--- src/rtl/core/fzn_pkg.sv ---
// Shared types and constants for the feature z-score normaliser.
// Used by every module under rtl/core; has no dependencies of its own.
package fzn_pkg;

    localparam int MAX_FEATURES = 64;
    localparam int FEAT_AW      = $clog2(MAX_FEATURES);
    localparam int MAX_SAMPLES  = 65536;
    localparam int CNT_W        = 17;
    localparam int SUM_W        = 40;
    localparam int SQ_W         = 62;
    localparam int Q_W          = 24;
    localparam int FC_W         = 7;

    localparam logic signed [Q_W-1:0] Q_MAX = 24'sd8388607;
    localparam logic signed [Q_W-1:0] Q_MIN = -24'sd8388608;

    typedef enum logic [2:0] {
        KIND_ACC     = 3'd0,
        KIND_NORM    = 3'd1,
        KIND_LD_MEAN = 3'd2,
        KIND_LD_PREC = 3'd3,
        KIND_FINAL   = 3'd4
    } t_kind;

    typedef struct packed {
        logic [2:0]              kind;
        logic [5:0]              feature_index;
        logic signed [Q_W-1:0]   value;
        logic                    sample_end;
    } t_in_item;

    typedef struct packed {
        logic [5:0]              out_feature;
        logic signed [Q_W-1:0]   normalized;
        logic                    stats_ready;
    } t_out_item;

    typedef struct packed {
        logic signed [SUM_W-1:0] sum;
        logic [SQ_W-1:0]         sq;
    } t_acc_entry;

    typedef struct packed {
        logic signed [Q_W-1:0]   mean;
        logic signed [Q_W-1:0]   prec;
    } t_stat_entry;

    typedef struct packed {
        logic               rd_en;
        logic [FEAT_AW-1:0] rd_addr;
        logic               wr_en;
        logic [FEAT_AW-1:0] wr_addr;
    } t_mem_ctl;

    typedef enum logic [2:0] {
        CTL_IDLE,
        CTL_EXEC,
        CTL_FIN_RD,
        CTL_FIN_GO,
        CTL_FIN_WAIT,
        CTL_FIN_END
    } t_ctl_state;

    typedef enum logic [3:0] {
        ST_IDLE,
        ST_MEAN,
        ST_MUL_D,
        ST_MUL_A,
        ST_MUL_B,
        ST_DIFF,
        ST_DIV_V,
        ST_DIV_T,
        ST_SQRT,
        ST_DONE
    } t_fin_state;

endpackage

--- src/rtl/core/fzn_ram.sv ---
// Synchronous single-write, single-read RAM with per-entry valid bits.
// Entries read as zero until written; depends on fzn_pkg for depth and control type.
module fzn_ram #(
    parameter int WIDTH = 8
) (
    input  logic              i_clk,
    input  logic              i_rst_n,
    input  fzn_pkg::t_mem_ctl i_ctl,
    input  logic              i_clr,
    input  logic [WIDTH-1:0]  i_wr_data,
    output logic [WIDTH-1:0]  o_rd_data
);
    import fzn_pkg::*;

    logic [WIDTH-1:0]        mem [MAX_FEATURES];
    logic [MAX_FEATURES-1:0] r_valid;
    logic [WIDTH-1:0]        r_rd;
    logic                    r_rd_valid;

    always_ff @(posedge i_clk) begin
        if (i_ctl.wr_en) begin
            mem[i_ctl.wr_addr] <= i_wr_data;
        end
        if (i_ctl.rd_en) begin
            r_rd <= mem[i_ctl.rd_addr];
        end
    end

    always_ff @(posedge i_clk) begin
        if (!i_rst_n) begin
            r_valid    <= '0;
            r_rd_valid <= 1'b0;
        end else begin
            if (i_clr) begin
                r_valid <= '0;
            end else if (i_ctl.wr_en) begin
                r_valid[i_ctl.wr_addr] <= 1'b1;
            end
            if (i_ctl.rd_en) begin
                r_rd_valid <= r_valid[i_ctl.rd_addr];
            end
        end
    end

    assign o_rd_data = r_rd_valid ? r_rd : '0;

endmodule

--- config.mk ---
export PLATFORM = sky130hd
export DESIGN_NAME = fzn_ram
export DESIGN_NICKNAME = d
export VERILOG_FILES = /design/src/rtl/core/fzn_pkg.sv /design/src/rtl/core/fzn_ram.sv
export SDC_FILE = /design/constraint.sdc
export NUM_CORES = 1
export LEC_CHECK = 0
export BUFFER_PORTS_ARGS = -buffer_cell sky130_fd_sc_hd__buf_2
export CORE_ASPECT_RATIO = 2
export CORE_MARGIN = 3
export CORE_UTILIZATION = 53
export DETAILED_ROUTE_END_ITERATION = 16
export PLACE_DENSITY_LB_ADDON = 0.3
export SYNTH_ARGS = -nofsm -noshare
export SYNTH_HDL_FRONTEND = slang
export SYNTH_SLANG_ARGS = --single-unit
export TNS_END_PERCENT = 1
--- constraint.sdc ---
create_clock -name i_clk -period 2.7 [get_ports i_clk]
set_clock_uncertainty 0.1 [all_clocks]
set_input_delay 0.27 -clock i_clk [delete_from_list [all_inputs] [get_ports i_clk]]
set_output_delay 0.27 -clock i_clk [all_outputs]
set_load 0.1 [all_outputs]
==> flow_metrics.tcl <==
set metrics [dict create \
    dp_slack_ns -0.06028 \
    worstSetupPathType "flip-flop to flip-flop" \
    dp_hpwl_um 33080 \
    synthFlopType "edfxtp_1" \
    yosysMostFrequentCell "edfxtp_1" \
    yosys_register_bits 585 \
    cp-end-kind "flip-flop" \
    finalCriticalPeriod_ns 2.310 \
    ir_worst_vdd_mv 0.4174 \
    setup_viol 0 \
    ys_types 32 \
    vias_per_cell 6.070 \
    critPathMaxFanout 1 \
    numCtsBuffers 47 \
    die_height_um 297.6 \
    status "finished, final reports clean" \
    max_freq_ghz 0.4329 \
    core_area_mm2 0.04191 \
    rows 106 \
    startpoint_type "flip-flop" \
    holdWs_ns 0.02911 \
    postRouteAntennaNets 0 \
    area_growth_pct 14.17 \
    grt_pass1_vias 11230 \
    powerDensity_mw_per_mm2 693.9 \
    antenna_found_initial 0 \
    synth_common_cells "edfxtp_1, mux4_2, dfxtp_1" \
    post_cts_buffers 0 \
    rsz0062_at_grt "no" \
    grtUsageTotal_pct 22.03 \
    insertion_delay_ns 0.57 \
    cts_tree "yes" \
    final_layout_size_suffix_gt1_share_pct 32.68 \
    total_power_mw 17.86 \
    fin_ws_ns 0.3902 \
    routedWlPerCell_um 27.67 \
    synth_top_area_share_pct 69.28 \
    drc 0 \
    yosysWarnings 0 \
    drt_iter0_drc 956 \
    p_leak_nw 8.369 \
    cts.sinks 585 \
    grt_pass1_wl_um 74240 \
    dpl_cell_area_mm2 0.02415 \
    clk_path_buf_depth 3 \
    gr-total-overflow 0 \
    placedCellCount 1676 \
    synth-edff-count 520 \
    synth_area_mm2 0.02254 \
    required_ns 2.87 \
    synthArstFlopShare_pct 0 \
    synth_nets 1075 \
    synth_area_leaders "edfxtp_1, mux4_2, dfxtp_1, o21a_1, nor2_1" \
    stdcell_count 1765 \
    maxSlewHeadroom_pct 22.30 \
    min_path_type "input port to flip-flop" \
    cts-root-buf "clkbuf_16" \
    hold_viol 0 \
    drv_cap 0 \
    synthCells 1050 \
    design_area_mm2 0.02573 \
    port_buffers 32 \
    num_io_pins 33 \
    vias 10710 \
    dieArea_mm2 0.04519 \
    slew_viol_final 0 \
    wirelength_um 48840 \
    avgSynthCellArea_um2 21.47 \
    htreeDepth 2 \
    drtPass1Iterations 5 \
    seq_area_frac_synth_pct 75.05 \
    start_util_pct 53.78 \
    gpl.final_weighted_congestion 0.8521 \
    cp.arrival_ns 2.48 \
    path_clk_slew_ns 0.07 \
    grt_max_degree 65 \
    worst_slew_pin_slew_ns 1.166 \
    fin_crit_sh_pct 85.55 \
    num-nets-final 1211 \
    synth_top_area_cell "edfxtp_1" \
    n_fill_cell 2963 \
    die-width_um 151.8 \
]
-- worst max-delay path, stage by stage, from the launching register on --
cell      delay (ns)
edfxtp_1        0.36
mux4_2          0.49
mux4_2          0.56
mux2_2          0.32
nand2_1         0.07
o21ai_1         0.11
-- cell type report --
| cell class | count | area [um2] | area share, % |
|---|---|---|---|
| diodes | 1 | 2.502 | 0.009725 |
| multi-input cells | 406 | 5331 | 20.72 |
| repair buffers | 146 | 1237 | 4.809 |
| flip-flops and latches | 585 | 16920 | 65.74 |
| clock buffers | 68 | 1400 | 5.441 |
| clock inverters | 19 | 168.9 | 0.6564 |
| well taps | 540 | 675.6 | 2.626 |
-- placed cells by master, fill, tap and decap left out, types with 4 or more instances in the layout --
| cell | count |
|---|---|
| o21a_1 | 64 |
| and2_1 | 9 |
| nand2_1 | 14 |
| mux2i_1 | 12 |
| nand2b_1 | 5 |
| buf_12 | 16 |
| nand3_1 | 9 |
| buf_2 | 29 |
| nor2_1 | 64 |
| buf_4 | 98 |
| mux4_2 | 172 |
| clkbuf_8 | 6 |
| nand4_1 | 4 |
| mux2_2 | 12 |
| nor3_1 | 5 |
| clkinv_1 | 6 |
| dfxtp_1 | 65 |
| edfxtp_1 | 520 |
| o21ai_1 | 8 |
| clkbuf_1 | 11 |
| clkinv_2 | 7 |
| clkbuf_16 | 51 |
| nor2b_1 | 7 |
-- registers in the layout, summed over array words and instances (netlist names) --
signal,cells
r_valid,64
r_rd_valid,1
r_rd,8
mem,512
-- metal layers --
metal	share of wire [%]	vias up	GRT usage [%]	routed length, um
li1	-	4612	-	-
met1	36	5707	26.61	17600
met2	55	297	40.18	27070
met3	3.7	98	2.009	1788
met4	4.9	0	9.899	2382
met5	0	-	0	0
-- final timing paths --
check                            from                       end  slack (ns)  depth (start not counted)
min                         i_ctl[13]         r_rd[1]$_DFFE_PP_        0.03                          1
min reg2reg  r_valid[13]$_SDFFE_PP0P_  r_valid[13]$_SDFFE_PP0P_        0.37                          1
max              mem[42][3]$_DFFE_PP_         r_rd[3]$_DFFE_PP_        0.39                          5
max reg2reg      mem[42][3]$_DFFE_PP_         r_rd[3]$_DFFE_PP_        0.39                          5
-- per-stage QoR --
step,util (%),TNS [ns]
6_report,61.40,0
3_3_place_gp,57.62,-0.2614
2_1_floorplan,-,0
4_1_cts,61.39,0
3_5_place_dp,57.62,-0.2279
5_1_grt,61.39,0
-- repair_timing --
item,CTS,global route
hold buffers,1,0
hold endpoints to repair,1,0
endpoints found under the setup margin,0,0
gates resized for setup,0,0
-- where the power goes --
part / internal (mW) / leakage [nW] / switching (mW) / total [mW]
Combinational: 0.420 / 2.39 / 0.568 / 0.987
Sequential: 9.91 / 5.21 / 0.0289 / 9.94
Clock: 3.90 / 0.769 / 3.03 / 6.93
-- kinds of logic after synthesis --
| kind of cell | after synthesis | share of synthesized area (%) |
|---|---|---|
| DFF | 585 | 75.05 |
| AOI/OAI and AO/OA | 85 | 2.742 |
| muxes | 196 | 18.32 |
| buffers and inverters | 59 | 1.327 |
| and+or+nand+nor | 125 | 2.559 |
Note: power is estimated with default switching activity, not from simulation.
