### config.mk
export PLATFORM = sky130hd
export DESIGN_NAME = fzn_stats
export DESIGN_NICKNAME = d
export VERILOG_FILES = /design/src/rtl/core/fzn_pkg.sv /design/src/rtl/core/fzn_stats.sv
export SDC_FILE = /design/constraint.sdc
export NUM_CORES = 2
export LEC_CHECK = 0
export BUFFER_PORTS_ARGS = -buffer_cell sky130_fd_sc_hd__clkbuf_2
export CAP_MARGIN = 15
export CORE_ASPECT_RATIO = 2
export CORE_MARGIN = 3
export CORE_UTILIZATION = 64
export CTS_CLUSTER_DIAMETER = 150
export CTS_CLUSTER_SIZE = 30
export DETAILED_ROUTE_END_ITERATION = 16
export PLACE_DENSITY = 0.78
export SETUP_SLACK_MARGIN = 0.5
export SYNTH_ARGS = -nofsm -noshare
export SYNTH_HDL_FRONTEND = slang
export SYNTH_SLANG_ARGS = --single-unit
### constraint.sdc
create_clock -name i_clk -period 16.9 [get_ports i_clk]
set_clock_uncertainty 0.1 [all_clocks]
set_input_delay 0 -clock i_clk [delete_from_list [all_inputs] [get_ports i_clk]]
set_output_delay 0 -clock i_clk [all_outputs]
set_load 0.02 [all_outputs]
### src/rtl/core/fzn_pkg.sv
// Shared types and constants for the feature z-score normaliser.
// Used by every module under rtl/core; has no dependencies of its own.
package fzn_pkg;

    localparam int MAX_FEATURES = 64;
    localparam int FEAT_AW      = $clog2(MAX_FEATURES);
    localparam int MAX_SAMPLES  = 65536;
    localparam int CNT_W        = 17;
    localparam int SUM_W        = 40;
    localparam int SQ_W         = 62;
    localparam int Q_W          = 24;
    localparam int FC_W         = 7;

    localparam logic signed [Q_W-1:0] Q_MAX = 24'sd8388607;
    localparam logic signed [Q_W-1:0] Q_MIN = -24'sd8388608;

    typedef enum logic [2:0] {
        KIND_ACC     = 3'd0,
        KIND_NORM    = 3'd1,
        KIND_LD_MEAN = 3'd2,
        KIND_LD_PREC = 3'd3,
        KIND_FINAL   = 3'd4
    } t_kind;

    typedef struct packed {
        logic [2:0]              kind;
        logic [5:0]              feature_index;
        logic signed [Q_W-1:0]   value;
        logic                    sample_end;
    } t_in_item;

    typedef struct packed {
        logic [5:0]              out_feature;
        logic signed [Q_W-1:0]   normalized;
        logic                    stats_ready;
    } t_out_item;

    typedef struct packed {
        logic signed [SUM_W-1:0] sum;
        logic [SQ_W-1:0]         sq;
    } t_acc_entry;

    typedef struct packed {
        logic signed [Q_W-1:0]   mean;
        logic signed [Q_W-1:0]   prec;
    } t_stat_entry;

    typedef struct packed {
        logic               rd_en;
        logic [FEAT_AW-1:0] rd_addr;
        logic               wr_en;
        logic [FEAT_AW-1:0] wr_addr;
    } t_mem_ctl;

    typedef enum logic [2:0] {
        CTL_IDLE,
        CTL_EXEC,
        CTL_FIN_RD,
        CTL_FIN_GO,
        CTL_FIN_WAIT,
        CTL_FIN_END
    } t_ctl_state;

    typedef enum logic [3:0] {
        ST_IDLE,
        ST_MEAN,
        ST_MUL_D,
        ST_MUL_A,
        ST_MUL_B,
        ST_DIFF,
        ST_DIV_V,
        ST_DIV_T,
        ST_SQRT,
        ST_DONE
    } t_fin_state;

endpackage

### src/rtl/core/fzn_stats.sv
// Multi-cycle statistics unit: mean by restoring division, precision by
// shift-add products, two long divisions and a bitwise square root. Uses fzn_pkg.
module fzn_stats (
    input  logic                              i_clk,
    input  logic                              i_rst_n,
    input  logic                              i_start,
    input  logic signed [fzn_pkg::SUM_W-1:0]  i_sum,
    input  logic [fzn_pkg::SQ_W-1:0]          i_sq,
    input  logic [fzn_pkg::CNT_W-1:0]         i_n,
    output logic                              o_done,
    output logic signed [fzn_pkg::Q_W-1:0]    o_mean,
    output logic signed [fzn_pkg::Q_W-1:0]    o_prec
);
    import fzn_pkg::*;

    t_fin_state r_state, n_state;

    logic [6:0]              r_cnt;
    logic                    r_neg;
    logic [SUM_W-1:0]        r_mag;
    logic [SQ_W-1:0]         r_sq;
    logic [CNT_W-1:0]        r_n;
    logic [79:0]             r_dvd;
    logic [63:0]             r_dvs;
    logic [64:0]             r_rem;
    logic [79:0]             r_quo;
    logic [79:0]             r_mcand;
    logic [39:0]             r_mplier;
    logic [79:0]             r_prod;
    logic [79:0]             r_a;
    logic [31:0]             r_d;
    logic [63:0]             r_x;
    logic [63:0]             r_res;
    logic [63:0]             r_bit;
    logic signed [Q_W-1:0]   r_mean;
    logic signed [Q_W-1:0]   r_prec;

    logic [SUM_W-1:0] in_mag;
    logic             last;
    logic [64:0]      div_sh;
    logic             div_ge;
    logic [64:0]      div_rem_n;
    logic [79:0]      div_quo_n;
    logic [79:0]      mul_prod_n;
    logic [63:0]      sq_trial;
    logic             sq_ge;
    logic [63:0]      sq_x_n;
    logic [63:0]      sq_res_n;
    logic [63:0]      v_n;
    logic             v_small;
    logic [39:0]      q40;
    logic signed [Q_W-1:0] mean_n;

    assign in_mag = i_sum[SUM_W-1] ? SUM_W'(-i_sum) : SUM_W'(i_sum);
    assign last   = (r_cnt == 7'd1);

    // One restoring division step, shared by the three division phases.
    assign div_sh    = {r_rem[63:0], r_dvd[79]};
    assign div_ge    = div_sh >= {1'b0, r_dvs};
    assign div_rem_n = div_ge ? (div_sh - {1'b0, r_dvs}) : div_sh;
    assign div_quo_n = {r_quo[78:0], div_ge};

    assign mul_prod_n = r_mplier[0] ? (r_prod + r_mcand) : r_prod;

    assign sq_trial = r_res + r_bit;
    assign sq_ge    = r_x >= sq_trial;
    assign sq_x_n   = sq_ge ? (r_x - sq_trial) : r_x;
    assign sq_res_n = sq_ge ? ((r_res >> 1) + r_bit) : (r_res >> 1);

    // The variance quotient saturates to 64 bits.
    assign v_n     = (|div_quo_n[79:64]) ? '1 : div_quo_n[63:0];
    assign v_small = (v_n <= 64'd1);

    assign q40 = div_quo_n[39:0];
    always_comb begin
        if (r_n == '0) begin
            mean_n = '0;
        end else if (r_neg) begin
            mean_n = (q40 >= 40'd8388608) ? Q_MIN : Q_W'(24'd0 - q40[23:0]);
        end else begin
            mean_n = (q40 >= 40'd8388607) ? Q_MAX : $signed(q40[23:0]);
        end
    end

    always_comb begin
        n_state = r_state;
        unique case (r_state)
            ST_IDLE:  if (i_start) n_state = ST_MEAN;
            ST_MEAN:  if (last) n_state = (r_n < CNT_W'(2)) ? ST_DONE : ST_MUL_D;
            ST_MUL_D: if (last) n_state = ST_MUL_A;
            ST_MUL_A: if (last) n_state = ST_MUL_B;
            ST_MUL_B: if (last) n_state = ST_DIFF;
            ST_DIFF:  n_state = (r_a > r_prod) ? ST_DIV_V : ST_DONE;
            ST_DIV_V: if (last) n_state = v_small ? ST_DONE : ST_DIV_T;
            ST_DIV_T: if (last) n_state = ST_SQRT;
            ST_SQRT:  if (last) n_state = ST_DONE;
            ST_DONE:  n_state = ST_IDLE;
            default:  n_state = ST_IDLE;
        endcase
    end

    always_ff @(posedge i_clk) begin
        if (!i_rst_n) begin
            r_state <= ST_IDLE;
        end else begin
            r_state <= n_state;
        end
    end

    always_ff @(posedge i_clk) begin
        case (r_state)
            ST_IDLE: begin
                if (i_start) begin
                    r_neg  <= i_sum[SUM_W-1];
                    r_mag  <= in_mag;
                    r_sq   <= i_sq;
                    r_n    <= i_n;
                    r_dvd  <= {in_mag + SUM_W'(i_n >> 1), 40'd0};
                    r_dvs  <= 64'(i_n);
                    r_rem  <= '0;
                    r_cnt  <= 7'd40;
                    r_prec <= Q_MAX;
                end
            end
            ST_MEAN: begin
                r_rem <= div_rem_n;
                r_quo <= div_quo_n;
                r_dvd <= r_dvd << 1;
                r_cnt <= r_cnt - 7'd1;
                if (last) begin
                    r_mean   <= mean_n;
                    r_mcand  <= 80'(r_n);
                    r_mplier <= 40'(r_n - CNT_W'(1));
                    r_prod   <= '0;
                    r_cnt    <= 7'd17;
                end
            end
            ST_MUL_D, ST_MUL_A, ST_MUL_B: begin
                r_prod   <= mul_prod_n;
                r_mcand  <= r_mcand << 1;
                r_mplier <= r_mplier >> 1;
                r_cnt    <= r_cnt - 7'd1;
                if (last && r_state == ST_MUL_D) begin
                    r_d      <= mul_prod_n[31:0];
                    r_mcand  <= 80'(r_sq);
                    r_mplier <= 40'(r_n);
                    r_prod   <= '0;
                    r_cnt    <= 7'd17;
                end
                if (last && r_state == ST_MUL_A) begin
                    r_a      <= mul_prod_n;
                    r_mcand  <= 80'(r_mag);
                    r_mplier <= r_mag;
                    r_prod   <= '0;
                    r_cnt    <= 7'd40;
                end
            end
            ST_DIFF: begin
                r_dvd <= r_a - r_prod;
                r_dvs <= 64'(r_d);
                r_rem <= '0;
                r_cnt <= 7'd80;
            end
            ST_DIV_V, ST_DIV_T: begin
                r_rem <= div_rem_n;
                r_quo <= div_quo_n;
                r_dvd <= r_dvd << 1;
                r_cnt <= r_cnt - 7'd1;
                if (last && r_state == ST_DIV_V) begin
                    // Next: floor(2^64 / V) as a 65-bit dividend.
                    r_dvd <= {1'b1, 79'd0};
                    r_dvs <= v_n;
                    r_rem <= '0;
                    r_cnt <= 7'd65;
                end
                if (last && r_state == ST_DIV_T) begin
                    r_x   <= div_quo_n[63:0];
                    r_res <= '0;
                    r_bit <= 64'h4000_0000_0000_0000;
                    r_cnt <= 7'd32;
                end
            end
            ST_SQRT: begin
                r_x   <= sq_x_n;
                r_res <= sq_res_n;
                r_bit <= r_bit >> 2;
                r_cnt <= r_cnt - 7'd1;
                if (last) begin
                    r_prec <= (sq_res_n > 64'(Q_MAX)) ? Q_MAX : $signed(sq_res_n[23:0]);
                end
            end
            default: begin
            end
        endcase
    end

    assign o_done = (r_state == ST_DONE);
    assign o_mean = r_mean;
    assign o_prec = r_prec;

endmodule

==> results.txt <==
run status -> finished clean
worst r2r src -> r_res[20]
aggregate negative setup slack -> 0 ps
leakage power of the design -> 26.17 nW
total power draw -> 9.467 mW
kind of start point of the critical path -> flop
y dimension of the die -> 450.1 um
initial antenna violation count -> 6
Critical Setup Path Class -> reg2reg
warning count from the yosys run -> 0
antenna-violating nets left -> 0
number of remaining DRC errors -> 0
Rows -> 162
starting density of the core -> 64.61%
GRT Residual Overflow -> 0
Hold Violations, Final -> 0
number of sinks handled by clock tree synthesis -> 938
per-instance average area after synthesis -> 9.503 um^2
Rel. slew slack -> 17.55%
final clock period utilization by the worst path -> 53.07%
fraction of the yosys area taken by sequential cells -> 44.56%
weighted congestion reported at the end of routability-driven placement -> 1.062
Tmin final -> 8969 ps
setup violation total in the final timing report -> 0
Post-Syn Instances -> 6,642
detail-routed via count per cell -> 6.736
setup repair after global routing missed its margin -> false
TritonCTS clock tree -> done
post-CTS clock slew at the launch and capture registers of the worst setup and hold paths -> 120 ps
flop-to-flop setup slack -> 7930 ps
pin count of the biggest net entering global routing -> 87
final core occ -> 69.55%
peak supply drop -> 0.1587 mV
net switching power -> 4.073 mW
number of distinct library cells after synthesis -> 100
cell depth of the worst hold path -> 2
combinational cell fraction of total power -> 48.5%
maximum count of clock buffers along a single path -> 3
Max-Cap Viols -> 0
final-report max-slew violation count -> 0
count of nets after finishing -> 7,260
number of storage elements in the synthesis netlist -> 938
clock insertion delay at the later pin of the skew report -> 690 ps
layout cells sized above 1 -> 5.926%
P&R area growth vs syn -> 7.648%
Hold Crit Class -> in2reg
transition at the pin with the smallest max-transition slack -> 1237 ps
total power density per cell area -> 139.3 mW/mm^2
area enclosed by the die boundary -> 0.1027 mm^2
met1 Track Usage GR -> 37.28%
detailed-placement wirelength estimate -> 164.5 mm
Post-Syn Area -> 0.06312 mm^2
via total after detailed routing -> 54,440
count of boundary I/O pins -> 171
cell-internal power -> 5.394 mW
number of resized instances in the post-cts repair step -> 0
end point of the most critical hold path -> r_n[0]
horizontal die dimension -> 228.1 um
maximum clock frequency -> 111.5 MHz
kind of end point of the critical path -> flop
routing layer with the top usage in global route -> met2
sequential share of power -> 39.2%
Pre-antenna DRT Iters -> 9
Post-Route WL -> 216.3 mm
required time reported for the critical path endpoint -> 17,180 ps
clock power share -> 12.3%
GRT met3 Usage -> 5.950%
Worst Path Arrival -> 9250 ps
share of total power consumed by net switching -> 43.03%
maximum fanout encountered on the critical timing path -> 65
Hold Worst Slack -> 19.89 ps
clock root cell -> clkbuf_16
asr flop ratio synth -> 0%
Top FF cell, synth -> edfxtp_1
violation count after the first detailed-routing iteration -> 4,774
Net Count, Synth -> 7,144
endpoint of the worst register-to-register path -> o_prec[3]
Post-synth EDFFs -> 934
hold wc startpoint -> i_n[0]
global-route usage over all layers -> 40.95%
Inserted Clock Buffers -> 37
total of buffers placed on input and output ports -> 170
number of global-route vias before repair -> 54,840
CORE AREA -> 0.09770 mm^2
GR Layer Usage met2 -> 74.31%
H-tree levels -> 2
FF-to-FF path depth -> 26
number of buffers inserted by post-CTS setup repair -> 0
average detailed-routed wire length per instance -> 26.77 um
first-pass GRT wire length -> 321.1 mm
-- how the worst max path moves through the flow --
| stage | start | end | slack, ps | cells past startpoint |
|---|---|---|---|---|
| floorplan | r_cnt[3] | r_x[0] | 2560 | 5 |
| global placement | r_res[20] | o_prec[2] | 8250 | 26 |
| detailed placement | r_res[20] | o_prec[3] | 8200 | 27 |
| CTS | r_res[20] | o_prec[3] | 8150 | 27 |
| global route | r_res[20] | o_prec[7] | 7590 | 27 |
| finish | r_res[20] | o_prec[3] | 7930 | 26 |
-- sequential cells by signal, indices dropped and copies added, names as in the netlist, 62 cells and up --
signal,flops
r_prod,80
r_dvs,64
r_x,64
r_a,80
r_sq,62
r_quo,79
r_mcand,80
r_rem,64
r_dvd,80
r_res,64
-- cell usage in the layout (no fill, tap or decap), types with 20 or more instances in the layout --
cell type,instances
xor2_1,190
nand2_1,691
nor2_1,495
nand3_1,168
nor3_1,105
o221ai_1,21
and3_1,51
nor4_1,47
nand4_1,123
or3_1,69
xnor2_1,267
o31ai_1,55
nand2b_1,53
ha_1,375
clkbuf_16,37
a31oi_1,95
a211oi_1,52
a22oi_1,73
o21bai_1,75
and4_1,20
clkbuf_2,170
inv_1,268
a21boi_0,23
o211ai_1,27
a31o_2,24
o21a_1,46
mux2i_1,63
buf_4,77
nor2b_1,59
dlygate4sd3_1,192
and2_1,164
a21oi_1,498
edfxtp_1,934
o21ai_0,551
a21o_1,202
o22ai_1,64
-- power by group through the flow --
stage | registers, mW | clock network, mW | logic (mW)
global placement | 3.73 | 0 | 4.31
finish | 3.71 | 1.17 | 4.59
global route | 3.75 | 1.23 | 4.94
CTS | 3.69 | 1.17 | 4.45
detailed placement | 3.74 | 0 | 4.39
floorplan | 3.64 | 0 | 3.17
-- synth_stat cells, drive strengths merged (98+ instances only) --
master / number / area (um^2)
and2: 165 / 1032
o21ai: 562 / 2813
edfxtp: 934 / 28050
nand3: 169 / 850.8
ha: 375 / 4692
clkbuf: 317 / 1190
xor2: 190 / 1664
inv: 270 / 1013
nor2: 498 / 1872
xnor2: 270 / 2365
nand4: 123 / 769.5
a21oi: 505 / 2539
nor3: 107 / 535.5
a21o: 203 / 1524
nand2: 694 / 2608
a31oi: 98 / 649.4
-- stage by stage --
step	instance area (um^2)	cells	setup slack, ps
floorplan	63120	6642	2562
global placement	64980	7838	8250
detailed placement	64980	7838	8200
CTS	67930	8078	8146
global route	67940	8080	7585
finish	67950	8082	7931
-- worst max-delay path, cell delays in order (launching register included) --
cell	delay (ps)
edfxtp_1	560
ha_1	440
nand4_1	180
or3_1	380
a21oi_1	300
o211ai_1	230
a21oi_1	450
a311o_1	360
a31o_2	250
a211o_1	170
nor2b_1	340
o21ba_2	180
o21ai_0	80
xor2_1	200
ha_1	390
and4_1	260
nor2b_1	210
a311o_1	330
o21ai_0	730
o21a_2	460
buf_4	650
nand3_1	130
o41ai_1	100
nand3_1	310
nor4_4	310
buf_4	360
nand3_1	140
-- metal layers --
layer / vias to the layer above / routed length (um) / part of all wire [%]
met5: - / 28 / 0.013
met4: 4 / 28220 / 13
met3: 1061 / 12760 / 5.9
met2: 2708 / 110300 / 51
met1: 25880 / 65040 / 30
li1: 24790 / - / -
-- cell families (layout without fill, tap and decap cells) --
family          Yosys count  after routing  synth area share [%]
simple gates           2140           2140                 16.29
compound gates         2020           2020                 20.22
flops                   938            938                 44.56
buf+inv                 634            759                 3.848
xor+xnor                460            460                 6.383
fa+ha+maj               380            380                 7.592
mux                      69             69                 1.106
other cells               1              4              0.005941
-- timing repair --
item                                   in CTS  in global routing
setup endpoints to repair                   0                  0
endpoints found under the hold margin     165                  0
hold buffers                              192                  0
-- final cells by class --
cell class	count	area, um^2
Timing Repair Buffer	439	3351
Inverter	272	1031
Clock buffer	44	952.2
Fill cell	7754	29750
Tap cell	1312	1642
Sequential cell	938	28130
Clock inverter	4	71.32
Multi-Input combinational cell	5070	32770
Antenna cell	3	7.507
Power figures use the tool's default switching activity.
